`src/hdl/cpu8_execute_unit_top_defines.svh`:
```
// ---------------------------------------------------------------------------
// cpu8_execute_unit_top_defines.svh
// Assertion helpers for the execute unit. All checks sample on clk and are
// off while rst is high.
// ---------------------------------------------------------------------------
`ifndef CPU8_EXECUTE_UNIT_TOP_DEFINES_SVH
`define CPU8_EXECUTE_UNIT_TOP_DEFINES_SVH

// Consequent checked in the same cycle as the antecedent.
`define CPU8_ASSERT_SAME(label, ante, cons, msg) \
  label: assert property (@(posedge clk) disable iff (rst) (ante) |-> (cons)) \
    else $error(msg);

// Consequent checked in the cycle after the antecedent.
`define CPU8_ASSERT_NEXT(label, ante, cons, msg) \
  label: assert property (@(posedge clk) disable iff (rst) (ante) |=> (cons)) \
    else $error(msg);

`endif

```
`src/hdl/cpu8eu_pkg.sv`:
```
// ---------------------------------------------------------------------------
// cpu8eu_pkg
// Shared types and constants of the 8-bit execute unit: channel payloads,
// register file, ALU operations and decoded control word.
// ---------------------------------------------------------------------------
`default_nettype none

package cpu8eu_pkg;

  // Status byte NV1BDIZC: bit positions
  localparam int unsigned P_C = 0;
  localparam int unsigned P_Z = 1;
  localparam int unsigned P_I = 2;
  localparam int unsigned P_D = 3;
  localparam int unsigned P_B = 4;
  localparam int unsigned P_U = 5;
  localparam int unsigned P_V = 6;
  localparam int unsigned P_N = 7;

  // Status byte masks
  localparam logic [7:0] FLG_C = 8'h01;
  localparam logic [7:0] FLG_Z = 8'h02;
  localparam logic [7:0] FLG_I = 8'h04;
  localparam logic [7:0] FLG_D = 8'h08;
  localparam logic [7:0] FLG_B = 8'h10;
  localparam logic [7:0] FLG_U = 8'h20;
  localparam logic [7:0] FLG_V = 8'h40;
  localparam logic [7:0] FLG_N = 8'h80;

  typedef enum logic [3:0] {
    ALU_PASS,
    ALU_AND,
    ALU_OR,
    ALU_XOR,
    ALU_ADC,
    ALU_SBC,
    ALU_CMP,
    ALU_INC,
    ALU_DEC,
    ALU_ASL,
    ALU_ROL,
    ALU_LSR,
    ALU_ROR,
    ALU_BIT
  } alu_op_t;

  // Left ALU operand source
  typedef enum logic [2:0] {
    SRC_OPND,
    SRC_A,
    SRC_X,
    SRC_Y,
    SRC_S,
    SRC_P
  } src_t;

  // Register written by the ALU result
  typedef enum logic [2:0] {
    DST_NONE,
    DST_A,
    DST_X,
    DST_Y,
    DST_S
  } dst_t;

  typedef struct packed {
    alu_op_t    alu_op;
    src_t       lhs_sel;
    dst_t       dst;
    logic       upd_nz;
    logic       upd_c;
    logic       upd_v;
    logic       mem_wr;
    logic       push;
    logic       pull;
    logic       load_p;
    logic       branch;
    logic       bad;
    logic [7:0] flg_clr;
    logic [7:0] flg_set;
  } ctrl_t;

  typedef struct packed {
    logic [7:0] a;
    logic [7:0] x;
    logic [7:0] y;
    logic [7:0] s;
    logic [7:0] p;
  } arch_t;

  localparam arch_t ARCH_RESET = '{a: 8'h00, x: 8'h00, y: 8'h00, s: 8'hFD, p: 8'h24};

  typedef struct packed {
    logic [7:0]  opcode;
    logic [7:0]  operand_value;
    logic [15:0] effective_address;
  } instr_t;

  typedef struct packed {
    logic [7:0]  acc_out;
    logic [7:0]  xreg_out;
    logic [7:0]  yreg_out;
    logic [7:0]  flags_out;
    logic [7:0]  stack_ptr_out;
    logic        mem_write;
    logic [15:0] write_address;
    logic [7:0]  write_data;
    logic        branch_taken;
    logic        bad_opcode;
  } result_t;

endpackage

`default_nettype wire

```
`src/hdl/cpu8eu_decode.sv`:
```
// ---------------------------------------------------------------------------
// cpu8eu_decode
// Opcode decoder. Uses the aaa-bbb-cc field layout of the opcode byte for
// the addressed groups and a direct match for single-byte instructions.
// ---------------------------------------------------------------------------
`default_nettype none

module cpu8eu_decode import cpu8eu_pkg::*; (
  input  logic [7:0] opcode,
  output ctrl_t      ctl
);

  // Single-byte instructions
  localparam logic [7:0] OPC_PHP = 8'h08;
  localparam logic [7:0] OPC_CLC = 8'h18;
  localparam logic [7:0] OPC_PLP = 8'h28;
  localparam logic [7:0] OPC_SEC = 8'h38;
  localparam logic [7:0] OPC_PHA = 8'h48;
  localparam logic [7:0] OPC_CLI = 8'h58;
  localparam logic [7:0] OPC_PLA = 8'h68;
  localparam logic [7:0] OPC_SEI = 8'h78;
  localparam logic [7:0] OPC_DEY = 8'h88;
  localparam logic [7:0] OPC_TXA = 8'h8A;
  localparam logic [7:0] OPC_TYA = 8'h98;
  localparam logic [7:0] OPC_TXS = 8'h9A;
  localparam logic [7:0] OPC_TAY = 8'hA8;
  localparam logic [7:0] OPC_TAX = 8'hAA;
  localparam logic [7:0] OPC_CLV = 8'hB8;
  localparam logic [7:0] OPC_TSX = 8'hBA;
  localparam logic [7:0] OPC_INY = 8'hC8;
  localparam logic [7:0] OPC_DEX = 8'hCA;
  localparam logic [7:0] OPC_CLD = 8'hD8;
  localparam logic [7:0] OPC_INX = 8'hE8;
  localparam logic [7:0] OPC_NOP = 8'hEA;
  localparam logic [7:0] OPC_SED = 8'hF8;

  // cc groups
  localparam logic [1:0] CC_G0 = 2'b00;
  localparam logic [1:0] CC_G1 = 2'b01;
  localparam logic [1:0] CC_G2 = 2'b10;

  // bbb address modes
  localparam logic [2:0] BBB_IMM    = 3'b000;
  localparam logic [2:0] BBB_ZP     = 3'b001;
  localparam logic [2:0] BBB_ACC    = 3'b010;
  localparam logic [2:0] BBB_G1_IMM = 3'b010;
  localparam logic [2:0] BBB_ABS    = 3'b011;
  localparam logic [2:0] BBB_BRANCH = 3'b100;
  localparam logic [2:0] BBB_ZPX    = 3'b101;
  localparam logic [2:0] BBB_ABSX   = 3'b111;

  // aaa operations, group one
  localparam logic [2:0] G1_ORA = 3'd0;
  localparam logic [2:0] G1_AND = 3'd1;
  localparam logic [2:0] G1_EOR = 3'd2;
  localparam logic [2:0] G1_ADC = 3'd3;
  localparam logic [2:0] G1_STA = 3'd4;
  localparam logic [2:0] G1_LDA = 3'd5;
  localparam logic [2:0] G1_CMP = 3'd6;
  localparam logic [2:0] G1_SBC = 3'd7;

  // aaa operations, group two
  localparam logic [2:0] G2_ASL = 3'd0;
  localparam logic [2:0] G2_ROL = 3'd1;
  localparam logic [2:0] G2_LSR = 3'd2;
  localparam logic [2:0] G2_ROR = 3'd3;
  localparam logic [2:0] G2_STX = 3'd4;
  localparam logic [2:0] G2_LDX = 3'd5;
  localparam logic [2:0] G2_DEC = 3'd6;
  localparam logic [2:0] G2_INC = 3'd7;

  // aaa operations, group zero
  localparam logic [2:0] G0_BIT = 3'd1;
  localparam logic [2:0] G0_STY = 3'd4;
  localparam logic [2:0] G0_LDY = 3'd5;
  localparam logic [2:0] G0_CPY = 3'd6;
  localparam logic [2:0] G0_CPX = 3'd7;

  logic [2:0] aaa;
  logic [2:0] bbb;
  logic [1:0] cc;
  logic       mem_mode;

  assign aaa      = opcode[7:5];
  assign bbb      = opcode[4:2];
  assign cc       = opcode[1:0];
  // zp, abs, zp-indexed and abs-indexed all have bbb[0] set in group two
  assign mem_mode = bbb[0];

  always_comb begin
    ctl         = '0;
    ctl.alu_op  = ALU_PASS;
    ctl.lhs_sel = SRC_OPND;
    ctl.dst     = DST_NONE;
    case (opcode)
      OPC_PHP: begin
        ctl.lhs_sel = SRC_P;
        ctl.mem_wr  = 1'b1;
        ctl.push    = 1'b1;
      end
      OPC_PHA: begin
        ctl.lhs_sel = SRC_A;
        ctl.mem_wr  = 1'b1;
        ctl.push    = 1'b1;
      end
      OPC_PLP: begin
        ctl.load_p = 1'b1;
        ctl.pull   = 1'b1;
      end
      OPC_PLA: begin
        ctl.dst    = DST_A;
        ctl.upd_nz = 1'b1;
        ctl.pull   = 1'b1;
      end
      OPC_DEY: begin
        ctl.alu_op  = ALU_DEC;
        ctl.lhs_sel = SRC_Y;
        ctl.dst     = DST_Y;
        ctl.upd_nz  = 1'b1;
      end
      OPC_INY: begin
        ctl.alu_op  = ALU_INC;
        ctl.lhs_sel = SRC_Y;
        ctl.dst     = DST_Y;
        ctl.upd_nz  = 1'b1;
      end
      OPC_DEX: begin
        ctl.alu_op  = ALU_DEC;
        ctl.lhs_sel = SRC_X;
        ctl.dst     = DST_X;
        ctl.upd_nz  = 1'b1;
      end
      OPC_INX: begin
        ctl.alu_op  = ALU_INC;
        ctl.lhs_sel = SRC_X;
        ctl.dst     = DST_X;
        ctl.upd_nz  = 1'b1;
      end
      OPC_TAY: begin
        ctl.lhs_sel = SRC_A;
        ctl.dst     = DST_Y;
        ctl.upd_nz  = 1'b1;
      end
      OPC_TAX: begin
        ctl.lhs_sel = SRC_A;
        ctl.dst     = DST_X;
        ctl.upd_nz  = 1'b1;
      end
      OPC_TYA: begin
        ctl.lhs_sel = SRC_Y;
        ctl.dst     = DST_A;
        ctl.upd_nz  = 1'b1;
      end
      OPC_TXA: begin
        ctl.lhs_sel = SRC_X;
        ctl.dst     = DST_A;
        ctl.upd_nz  = 1'b1;
      end
      OPC_TSX: begin
        ctl.lhs_sel = SRC_S;
        ctl.dst     = DST_X;
        ctl.upd_nz  = 1'b1;
      end
      OPC_TXS: begin
        // no flag update on a move into S
        ctl.lhs_sel = SRC_X;
        ctl.dst     = DST_S;
      end
      OPC_CLC: ctl.flg_clr = FLG_C;
      OPC_SEC: ctl.flg_set = FLG_C;
      OPC_CLI: ctl.flg_clr = FLG_I;
      OPC_SEI: ctl.flg_set = FLG_I;
      OPC_CLV: ctl.flg_clr = FLG_V;
      OPC_CLD: ctl.flg_clr = FLG_D;
      OPC_SED: ctl.flg_set = FLG_D;
      OPC_NOP: ctl.bad = 1'b0;
      default: begin
        if (cc == CC_G1) begin
          ctl.lhs_sel = SRC_A;
          case (aaa)
            G1_ORA: begin
              ctl.alu_op = ALU_OR;
              ctl.dst    = DST_A;
              ctl.upd_nz = 1'b1;
            end
            G1_AND: begin
              ctl.alu_op = ALU_AND;
              ctl.dst    = DST_A;
              ctl.upd_nz = 1'b1;
            end
            G1_EOR: begin
              ctl.alu_op = ALU_XOR;
              ctl.dst    = DST_A;
              ctl.upd_nz = 1'b1;
            end
            G1_ADC: begin
              ctl.alu_op = ALU_ADC;
              ctl.dst    = DST_A;
              ctl.upd_nz = 1'b1;
              ctl.upd_c  = 1'b1;
              ctl.upd_v  = 1'b1;
            end
            G1_SBC: begin
              ctl.alu_op = ALU_SBC;
              ctl.dst    = DST_A;
              ctl.upd_nz = 1'b1;
              ctl.upd_c  = 1'b1;
              ctl.upd_v  = 1'b1;
            end
            G1_STA: begin
              // store immediate does not exist
              if (bbb == BBB_G1_IMM) begin
                ctl.bad = 1'b1;
              end else begin
                ctl.mem_wr = 1'b1;
              end
            end
            G1_LDA: begin
              ctl.lhs_sel = SRC_OPND;
              ctl.dst     = DST_A;
              ctl.upd_nz  = 1'b1;
            end
            G1_CMP: begin
              ctl.alu_op = ALU_CMP;
              ctl.upd_nz = 1'b1;
              ctl.upd_c  = 1'b1;
            end
            default: ctl.bad = 1'b1;
          endcase
        end else if (cc == CC_G2) begin
          case (aaa)
            G2_ASL, G2_ROL, G2_LSR, G2_ROR: begin
              case (aaa)
                G2_ASL:  ctl.alu_op = ALU_ASL;
                G2_ROL:  ctl.alu_op = ALU_ROL;
                G2_LSR:  ctl.alu_op = ALU_LSR;
                default: ctl.alu_op = ALU_ROR;
              endcase
              ctl.upd_nz = 1'b1;
              ctl.upd_c  = 1'b1;
              if (bbb == BBB_ACC) begin
                ctl.lhs_sel = SRC_A;
                ctl.dst     = DST_A;
              end else if (mem_mode) begin
                ctl.mem_wr = 1'b1;
              end else begin
                ctl = '0;
                ctl.bad = 1'b1;
              end
            end
            G2_STX: begin
              if (bbb == BBB_ZP || bbb == BBB_ABS || bbb == BBB_ZPX) begin
                ctl.lhs_sel = SRC_X;
                ctl.mem_wr  = 1'b1;
              end else begin
                ctl.bad = 1'b1;
              end
            end
            G2_LDX: begin
              if (bbb == BBB_IMM || mem_mode) begin
                ctl.dst    = DST_X;
                ctl.upd_nz = 1'b1;
              end else begin
                ctl.bad = 1'b1;
              end
            end
            G2_DEC, G2_INC: begin
              if (mem_mode) begin
                ctl.alu_op = (aaa == G2_INC) ? ALU_INC : ALU_DEC;
                ctl.upd_nz = 1'b1;
                ctl.mem_wr = 1'b1;
              end else begin
                ctl.bad = 1'b1;
              end
            end
            default: ctl.bad = 1'b1;
          endcase
        end else if (cc == CC_G0) begin
          if (bbb == BBB_BRANCH) begin
            ctl.branch = 1'b1;
          end else begin
            case (aaa)
              G0_BIT: begin
                if (bbb == BBB_ZP || bbb == BBB_ABS) begin
                  ctl.alu_op  = ALU_BIT;
                  ctl.lhs_sel = SRC_A;
                  ctl.upd_nz  = 1'b1;
                  ctl.upd_v   = 1'b1;
                end else begin
                  ctl.bad = 1'b1;
                end
              end
              G0_STY: begin
                if (bbb == BBB_ZP || bbb == BBB_ABS || bbb == BBB_ZPX) begin
                  ctl.lhs_sel = SRC_Y;
                  ctl.mem_wr  = 1'b1;
                end else begin
                  ctl.bad = 1'b1;
                end
              end
              G0_LDY: begin
                if (bbb == BBB_IMM || bbb == BBB_ZP || bbb == BBB_ABS ||
                    bbb == BBB_ZPX || bbb == BBB_ABSX) begin
                  ctl.dst    = DST_Y;
                  ctl.upd_nz = 1'b1;
                end else begin
                  ctl.bad = 1'b1;
                end
              end
              G0_CPY, G0_CPX: begin
                if (bbb == BBB_IMM || bbb == BBB_ZP || bbb == BBB_ABS) begin
                  ctl.alu_op  = ALU_CMP;
                  ctl.lhs_sel = (aaa == G0_CPX) ? SRC_X : SRC_Y;
                  ctl.upd_nz  = 1'b1;
                  ctl.upd_c   = 1'b1;
                end else begin
                  ctl.bad = 1'b1;
                end
              end
              default: ctl.bad = 1'b1;
            endcase
          end
        end else begin
          ctl.bad = 1'b1;
        end
      end
    endcase
  end

endmodule

`default_nettype wire

```
`src/hdl/cpu8eu_alu.sv`:
```
// ---------------------------------------------------------------------------
// cpu8eu_alu
// 8-bit ALU: logic ops, add with carry, subtract and compare on one shared
// adder, increment, decrement, shifts and rotates, bit test.
// ---------------------------------------------------------------------------
`default_nettype none

module cpu8eu_alu import cpu8eu_pkg::*; (
  input  alu_op_t    op,
  input  logic [7:0] lhs,
  input  logic [7:0] rhs,
  input  logic       cin,
  output logic [7:0] res,
  output logic       c_out,
  output logic       v_out,
  output logic       n_out,
  output logic       z_out
);

  logic [7:0] add_b;
  logic       add_ci;
  logic [8:0] sum;
  logic [7:0] ovf;

  always_comb begin
    // SBC and CMP add the complement; CMP forces the carry in
    add_b  = (op == ALU_SBC || op == ALU_CMP) ? ~rhs : rhs;
    add_ci = (op == ALU_CMP) ? 1'b1 : cin;
    sum    = {1'b0, lhs} + {1'b0, add_b} + {8'd0, add_ci};
    ovf    = ~(lhs ^ add_b) & (lhs ^ sum[7:0]);

    res   = lhs;
    c_out = cin;
    v_out = 1'b0;
    case (op)
      ALU_PASS: res = lhs;
      ALU_AND:  res = lhs & rhs;
      ALU_OR:   res = lhs | rhs;
      ALU_XOR:  res = lhs ^ rhs;
      ALU_ADC, ALU_SBC: begin
        res   = sum[7:0];
        c_out = sum[8];
        v_out = ovf[7];
      end
      ALU_CMP: begin
        res   = sum[7:0];
        c_out = sum[8];
      end
      ALU_INC:  res = lhs + 8'd1;
      ALU_DEC:  res = lhs - 8'd1;
      ALU_ASL: begin
        res   = {lhs[6:0], 1'b0};
        c_out = lhs[7];
      end
      ALU_ROL: begin
        res   = {lhs[6:0], cin};
        c_out = lhs[7];
      end
      ALU_LSR: begin
        res   = {1'b0, lhs[7:1]};
        c_out = lhs[0];
      end
      ALU_ROR: begin
        res   = {cin, lhs[7:1]};
        c_out = lhs[0];
      end
      ALU_BIT: begin
        res   = lhs & rhs;
        v_out = rhs[6];
      end
      default: res = lhs;
    endcase

    n_out = (op == ALU_BIT) ? rhs[7] : res[7];
    z_out = (res == 8'd0);
  end

endmodule

`default_nettype wire

```
`src/hdl/cpu8_execute_unit_top.sv`:
```
// ---------------------------------------------------------------------------
// cpu8_execute_unit_top
// Execute stage of an 8-bit core: holds A, X, Y, S and P, applies one
// decoded instruction per transfer and reports the register file, one
// optional memory write, the branch decision and an unknown-opcode flag.
//
//   Channel  Handshake                 Payload   Side
//   instr    instr_valid / instr_stall  instr_t   input
//   rslt     rslt_valid / rslt_stall    result_t  output
//
// One instruction per cycle sustained while rslt_stall is low; a result passes
// through the input register, then the result register.
// The A/X/Y/S/P update is a combinational loop through decode and the ALU.
// Reset: A=X=Y=0, S=0xFD, P=0x24, both stages empty.
// A stalled result holds; instr_stall rises only when both stages are full and rslt_stall is high.
// ---------------------------------------------------------------------------
`default_nettype none

`include "cpu8_execute_unit_top_defines.svh"

module cpu8_execute_unit_top import cpu8eu_pkg::*; (
  input  logic    clk,
  input  logic    rst,
  input  logic    instr_valid,
  output logic    instr_stall,
  input  instr_t  instr,
  output logic    rslt_valid,
  input  logic    rslt_stall,
  output result_t rslt
);

  localparam logic [7:0] STACK_PAGE = 8'h01;
  localparam logic [7:0] PLP_KEEP   = 8'hCF;

  // branch flag select, opcode bits 7:6
  localparam logic [1:0] BR_N = 2'd0;
  localparam logic [1:0] BR_V = 2'd1;
  localparam logic [1:0] BR_C = 2'd2;

  logic    op_valid;
  instr_t  op_item;
  logic    res_valid;
  result_t res_item;
  arch_t   arch;

  arch_t   arch_next;
  result_t res_next;
  ctrl_t   ctl;
  logic    instr_xfer;
  logic    res_load;
  logic    advance;

  logic [7:0] lhs;
  logic [7:0] alu_res;
  logic       alu_c;
  logic       alu_v;
  logic       alu_n;
  logic       alu_z;
  logic [7:0] p_next;
  logic       br_flag;

  assign res_load    = !res_valid || !rslt_stall;
  assign advance     = op_valid && res_load;
  assign instr_stall = op_valid && !res_load;
  assign instr_xfer  = instr_valid && !instr_stall;

  cpu8eu_decode u_decode (
    .opcode (op_item.opcode),
    .ctl    (ctl)
  );

  always_comb begin
    case (ctl.lhs_sel)
      SRC_OPND: lhs = op_item.operand_value;
      SRC_A:    lhs = arch.a;
      SRC_X:    lhs = arch.x;
      SRC_Y:    lhs = arch.y;
      SRC_S:    lhs = arch.s;
      SRC_P:    lhs = arch.p | FLG_B | FLG_U;
      default:  lhs = op_item.operand_value;
    endcase
  end

  cpu8eu_alu u_alu (
    .op    (ctl.alu_op),
    .lhs   (lhs),
    .rhs   (op_item.operand_value),
    .cin   (arch.p[P_C]),
    .res   (alu_res),
    .c_out (alu_c),
    .v_out (alu_v),
    .n_out (alu_n),
    .z_out (alu_z)
  );

  always_comb begin
    p_next = arch.p;
    if (ctl.upd_nz) begin
      p_next[P_N] = alu_n;
      p_next[P_Z] = alu_z;
    end
    if (ctl.upd_c) begin
      p_next[P_C] = alu_c;
    end
    if (ctl.upd_v) begin
      p_next[P_V] = alu_v;
    end
    p_next = (p_next & ~ctl.flg_clr) | ctl.flg_set;
    if (ctl.load_p) begin
      p_next = (op_item.operand_value & PLP_KEEP) | FLG_U;
    end

    case (op_item.opcode[7:6])
      BR_N:    br_flag = arch.p[P_N];
      BR_V:    br_flag = arch.p[P_V];
      BR_C:    br_flag = arch.p[P_C];
      default: br_flag = arch.p[P_Z];
    endcase

    arch_next   = arch;
    arch_next.p = p_next;
    case (ctl.dst)
      DST_A:   arch_next.a = alu_res;
      DST_X:   arch_next.x = alu_res;
      DST_Y:   arch_next.y = alu_res;
      DST_S:   arch_next.s = alu_res;
      default: arch_next.a = arch.a;
    endcase
    if (ctl.push) begin
      arch_next.s = arch.s - 8'd1;
    end else if (ctl.pull) begin
      arch_next.s = arch.s + 8'd1;
    end

    res_next.acc_out       = arch_next.a;
    res_next.xreg_out      = arch_next.x;
    res_next.yreg_out      = arch_next.y;
    res_next.flags_out     = arch_next.p;
    res_next.stack_ptr_out = arch_next.s;
    res_next.mem_write     = ctl.mem_wr;
    res_next.write_address = !ctl.mem_wr ? 16'd0 :
                             ctl.push ? {STACK_PAGE, arch.s} : op_item.effective_address;
    res_next.write_data    = ctl.mem_wr ? alu_res : 8'd0;
    res_next.branch_taken  = ctl.branch && (br_flag == op_item.opcode[5]);
    res_next.bad_opcode    = ctl.bad;
  end

  always_ff @(posedge clk) begin
    if (rst) begin
      op_valid <= 1'b0;
    end else if (instr_xfer) begin
      op_valid <= 1'b1;
    end else if (advance) begin
      op_valid <= 1'b0;
    end
  end

  always_ff @(posedge clk) begin
    if (instr_xfer) begin
      op_item <= instr;
    end
  end

  always_ff @(posedge clk) begin
    if (rst) begin
      res_valid <= 1'b0;
    end else if (res_load) begin
      res_valid <= op_valid;
    end
  end

  always_ff @(posedge clk) begin
    if (advance) begin
      res_item <= res_next;
    end
  end

  always_ff @(posedge clk) begin
    if (rst) begin
      arch <= ARCH_RESET;
    end else if (advance) begin
      arch <= arch_next;
    end
  end

  assign rslt_valid = res_valid;
  assign rslt       = res_item;

  `CPU8_ASSERT_SAME(a_bad_no_side_effect, rslt_valid && rslt.bad_opcode, !rslt.mem_write && !rslt.branch_taken, "unknown opcode produced a write or branch")
  `CPU8_ASSERT_SAME(a_status_fixed_bits, 1'b1, arch.p[P_U] && !arch.p[P_B], "status bit 5 clear or bit 4 set")
  `CPU8_ASSERT_NEXT(a_push_dec_sp, advance && ctl.push, arch.s == $past(arch.s) - 8'd1, "push did not decrement the stack pointer")
  `CPU8_ASSERT_NEXT(a_bad_keeps_state, advance && ctl.bad, $stable(arch), "unknown opcode changed the register file")
  `CPU8_ASSERT_NEXT(a_idle_keeps_state, !advance, $stable(arch), "register file changed without a transfer")

endmodule

`default_nettype wire
```
`config.mk`:
```
export PLATFORM = sky130hd
export DESIGN_NAME = cpu8_execute_unit_top
export DESIGN_NICKNAME = d
export VERILOG_FILES = /design/src/hdl/cpu8eu_pkg.sv /design/src/hdl/cpu8eu_decode.sv /design/src/hdl/cpu8eu_alu.sv /design/src/hdl/cpu8_execute_unit_top.sv
export VERILOG_INCLUDE_DIRS = /design/src /design/src/hdl
export SDC_FILE = /design/constraint.sdc
export NUM_CORES = 1
export LEC_CHECK = 0
export ABC_AREA = 1
export ABC_CLOCK_PERIOD_IN_PS = 12500
export BUFFER_PORTS_ARGS = -buffer_cell sky130_fd_sc_hd__buf_2
export CORE_ASPECT_RATIO = 1.1
export CORE_MARGIN = 4
export CORE_UTILIZATION = 50
export DETAILED_ROUTE_END_ITERATION = 10
export PLACE_DENSITY = 0.81
export SLEW_MARGIN = 10
export SYNTH_ARGS = -nofsm -noshare
export SYNTH_HDL_FRONTEND = slang
export SYNTH_SLANG_ARGS = --single-unit
```
`constraint.sdc`:
```
create_clock -name clk -period 12.5 [get_ports clk]
set_clock_uncertainty 0.1 [all_clocks]
set_input_delay 0.625 -clock clk [delete_from_list [all_inputs] [get_ports clk]]
set_output_delay 0.625 -clock clk [all_outputs]
set_load 0.05 [all_outputs]
```
Yosys cells after proc, flatten, opt, wreduce, memory -nomap -nowiden
Cells that the tools add are included.

$add $sub $neg: 6. Bitwise gates (word level): 12. Muxes and demuxes: 108. Equality and inequality tests: 62. Reduce and logical (&&, ||, !) cells: 56.

Operators by type and width (number): 25-bit 2-to-1 mux (5); 8-bit equality test (second input constant) (14); 8-bit one-hot mux with 10 select lines (1); 8-bit one-hot mux with 5 select lines (2); 8-bit 2-to-1 mux (8); 14-bit 2-to-1 mux (4); 16-bit 2-to-1 mux (3); 20-bit OR reduction (2); 1-bit 2-to-1 mux (36); 4-bit 2-to-1 mux (9); 3-bit one-hot mux with 6 select lines (2); 18-bit OR reduction (2); 8-bit by 7-bit equality test with 1-bit output (second input constant) (4); 8-bit one-hot mux with 4 select lines (1); 3-bit equality test (second input constant) (10); 13-bit 2-to-1 mux (2); 8-bit bitwise AND (3); 3-bit by 2-bit equality test with 1-bit output (second input constant) (8); 4-bit equality test (second input constant) (6); 8-bit inverter (3); 8-bit XOR (3); 2-bit OR reduction (11); 22-bit OR reduction (1); 21-bit OR reduction (1); 46 further kinds (103).

Register bits after elaboration: 141. Word-level logic and storage cells: 265. Output and inout bits: 69.

Longest topological paths before layout
Depth after elaboration: 29. Mapped depth: 36.

Modules after synthesis
A second synthesis with hierarchy kept.

Cell total of the unflattened synthesis: 1208. Area, all modules: 8986.1 µm².

By module, submodules not included: cpu8_execute_unit_top (instances 1, cells an instance 655, seq. area each 3813.7 µm², area each 6195.9 µm²); cpu8eu_alu (instances 1, cells an instance 334, seq. area each 0.0 µm², area each 1791.7 µm²); cpu8eu_decode (instances 1, cells an instance 219, seq. area each 0.0 µm², area each 998.5 µm²).

Worst setup path before layout
No wires, ideal clock.

Path type: reg2reg. Start point: register op_item[26] (netlist name). End point: register res_item, in the netlist rslt[33], data pin. Stages on the path, launching flop included: 32. Path buffers: 0. Library setup time: 0.273 ns. Setup slack: 8.065 ns. Arrival time: 4.062 ns. Cell sequence: edfxtp_1 inv_2 nand2_4 nor2_4 nand2_1 nand2_1 inv_2 nand2_2 nor2_4 nand3_4 nand2_4 nand2_1 inv_1 o21ai_2 xor2_1 fa_1 inv_1 fa_1 o21ai_0 nand2_1 nand2_1 a21oi_1 xor2_1 inv_1 nand2_1 nand3_1 nor2_1 nand4_1 nand2_1 nand2_1 a22oi_1 o21ai_1.

RTL lines: start, declared (RTL line cpu8_execute_unit_top.sv:41) `instr_t op_item;`; start signal, assigned (RTL line cpu8_execute_unit_top.sv:160) `op_item <= instr;`; end signal, assigned (RTL line cpu8_execute_unit_top.sv:174) `res_item <= res_next;`; end, declared (RTL line cpu8_execute_unit_top.sv:43) `result_t res_item;`.

==> results_dict.tcl <==
set metrics [dict create \
    status "finished, final reports clean" \
    start_kind "register" \
    clockPowerShare_pct 35.3 \
    slew_headroom_pct 48.0 \
    nets 1303 \
    slowest_stage "edfxtp_1" \
    period_minus_slack_ns 5.88 \
    final_core_util_pct 58.6 \
    r2r_start "op_item[29]$_DFFE_PP_" \
    grt_use_total_pct 25.1 \
    synth_fp_nets 1207 \
    clkSlewWorstSetupHoldPaths_ns 0.07 \
    synth_edf_count 99 \
    cp.arrival_ns 6.08 \
    yosysMostFrequentCell "nand2_1" \
    crit_required_ns 12.70 \
    boundaryPins 105 \
    leakagePower_uw 0.00476 \
    irDropWorstVdd_v 0.0000955 \
    start_util_pct 51.2 \
    drv_cap 0 \
    worst_r2r_path_depth 33 \
    dp_worst_setup_slack_ns 6.75 \
    endpoint_kind "register" \
    antenna_found_initial 0 \
    cts_sinks 141 \
    rsz0062_at_grt "no" \
    die_h_um 147 \
    startpoint "op_item[29]$_DFFE_PP_" \
    pwr-share-seq_pct 40.5 \
    final_layout_size_suffix_gt1_share_pct 17.4 \
    synth_common_cells "nand2_1 (259), inv_1 (139), nor2_1 (134), edfxtp_1 (99), o21ai_0 (81)" \
    clk-insertion-delay-late_ns 0.43 \
    pwr-share-comb_pct 24.2 \
    cts_resized 0 \
    drt_first_pass_iters 6 \
    cts_tree "built" \
    dp_hpwl_mm 18.6 \
    ant_nets 0 \
    multi_input_area_um2 4210 \
    switching_share_pct 34.9 \
    seq_area_um2 3810 \
    fillerInstances 1577 \
    synthArstFlopShare_pct 0 \
    cts-hold-fix-buffers 0 \
    cp_max_fo 16 \
    wl_mm 24.8 \
    grt_pass1_wl_mm 39.4 \
    setup_viol 0 \
    path_class "register to register" \
    syn-cell-area_um2 8780 \
    p_sw_uw 474 \
    yosys-top-cells-area "edfxtp_1 (34%), nand2_1 (11%), dfxtp_1 (9.6%), inv_1 (5.9%), nor2_1 (5.7%)" \
    hold_path.class "primary input to register" \
    cpPeakStageDelay_ns 0.74 \
    grt_overflow_total 0 \
    worst_hold_path.num_cells 1 \
    maxSlewViolCount 0 \
    synthFlopType "edfxtp_1" \
    synth-seq-cells 141 \
    tightestPinTransition_ns 0.777 \
    io_buffers 104 \
    path_buf_inv 5 \
    clockBufferDepth 2 \
    synth_top_cell_area_share_pct 33.9 \
    internal_power_uw 884 \
    min_to "op_item[22]$_DFFE_PP_" \
    core_area_um2 17100 \
    synthCells 1137 \
    setup_ws_ns 6.62 \
    viasPerCell 5.50 \
    avgSynthCellArea_um2 7.72 \
    cts-htree-levels 4 \
    cts_inserted_buffers 17 \
    area_delta_synth_final_pct 14.3 \
    post-cts-setup-buffers 0 \
    die_x_um 134 \
    min_period_over_period_pct 47.0 \
    holdCritStartpoint "instr[22]" \
    grt_pass1_vias 7526 \
    cp_common_cell "nand2_1" \
    rows 50 \
    yosysSeqAreaShare_pct 43.4 \
    wl_per_cell_um 16.8 \
    timing.rr.end "rslt[36]$_DFFE_PP_" \
    yosysWarnings 0 \
    grt_max_degree 57 \
    synth_top_cell_by_area "edfxtp_1" \
    clk_root_buffer_cell "clkbuf_16" \
    power.density_nw_per_um2 135 \
    diodes 0 \
    yosysUniqueCellTypes 47 \
    cp_top_family "simple AND/OR/NAND/NOR gates" \
    hold_viol_final 0 \
    die-area_um2 19700 \
    dr_total_vias 8141 \
    drt_iter0_markers 888 \
    gp_congestion 1.01 \
    drc 0 \
    max_freq_mhz 170 \
    tns_ns 0 \
    r2r_slack_ns 6.62 \
]
per-stage QoR:
stage	hold WS, ns	cells	instance area [um2]	power (uW)
3_5_place_dp	0.334	1448	9480	880
3_3_place_gp	0.329	1448	9480	877
2_1_floorplan	0.315	1137	8780	795
4_1_cts	0.256	1480	10000	1360
5_1_grt	0.248	1480	10000	1420
6_report	0.265	1480	10000	1360
worst max-delay path by stage:
stage,slack (ns),depth (start not counted),to
2_1_floorplan,8.07,31,rslt[33]$_DFFE_PP_
3_3_place_gp,6.74,33,rslt[36]$_DFFE_PP_
3_5_place_dp,6.75,33,rslt[36]$_DFFE_PP_
4_1_cts,6.64,33,rslt[36]$_DFFE_PP_
5_1_grt,6.06,33,arch[1]$_SDFFE_PP0P_
6_report,6.62,33,rslt[36]$_DFFE_PP_
power groups by stage:
stage	clock [uW]	combinational, uW	sequential (uW)
floorplan	0	201	594
global placement	0	318	559
detailed placement	0	320	560
CTS	484	322	550
global route	507	362	552
finish	479	329	550
metal layers:
| layer | wire [um] | GRT usage [%] | vias to the layer above |
|---|---|---|---|
| met2 | 11600 | 39.5 | 437 |
| li1 | - | - | 3958 |
| met4 | 940 | 11.7 | 0 |
| met3 | 1970 | 4.25 | 62 |
| met5 | 0 | 0 | - |
| met1 | 10300 | 33.9 | 3684 |
layout by cell type (no fill, tap or decap), drive strengths merged:
master	instances
nand2	281
inv	168
nor2	153
buf	108
o21ai	104
edfxtp	99
nand3	74
a21oi	63
dfxtp	42
ha	31
xor2	21
clkbuf	18
nand4	15
nor3	9
o22ai	7
a31oi	6
o221ai	6
clkinv	6
xnor2	5
nand3b	4
a22oi	4
o211ai	3
a211oi	3
fa	3
clkinvlp	3
a21boi	2
nor4	1
and2	1
o2111ai	1
o31ai	1
o311ai	1
a22o	1
o211a	1
a32o	1
final cells by class:
type	instances	share of cell area [%]
flip-flops and latches	141	38.0
multi-input cells	802	42.0
inverters	163	6.09
clock buffers	18	4.28
well taps	234	2.92
clock inverters	14	1.27
repair buffers	108	5.48
flip-flops by register name (all words and copies together) (netlist names):
signal      cells
rslt           67
arch           40
op_item        32
op_valid        1
rslt_valid      1
kinds of logic (layout without fill, tap and decap cells):
kind of cell	Yosys count	after routing	synth area share [%]
simple gates	538	538	27.3
compound gates	204	204	12.9
buf+inv	194	303	8.66
flops	141	141	43.4
fa+ha+maj	34	34	5.10
xor+xnor	26	26	2.59
Note: power is estimated with default switching activity, not from simulation.
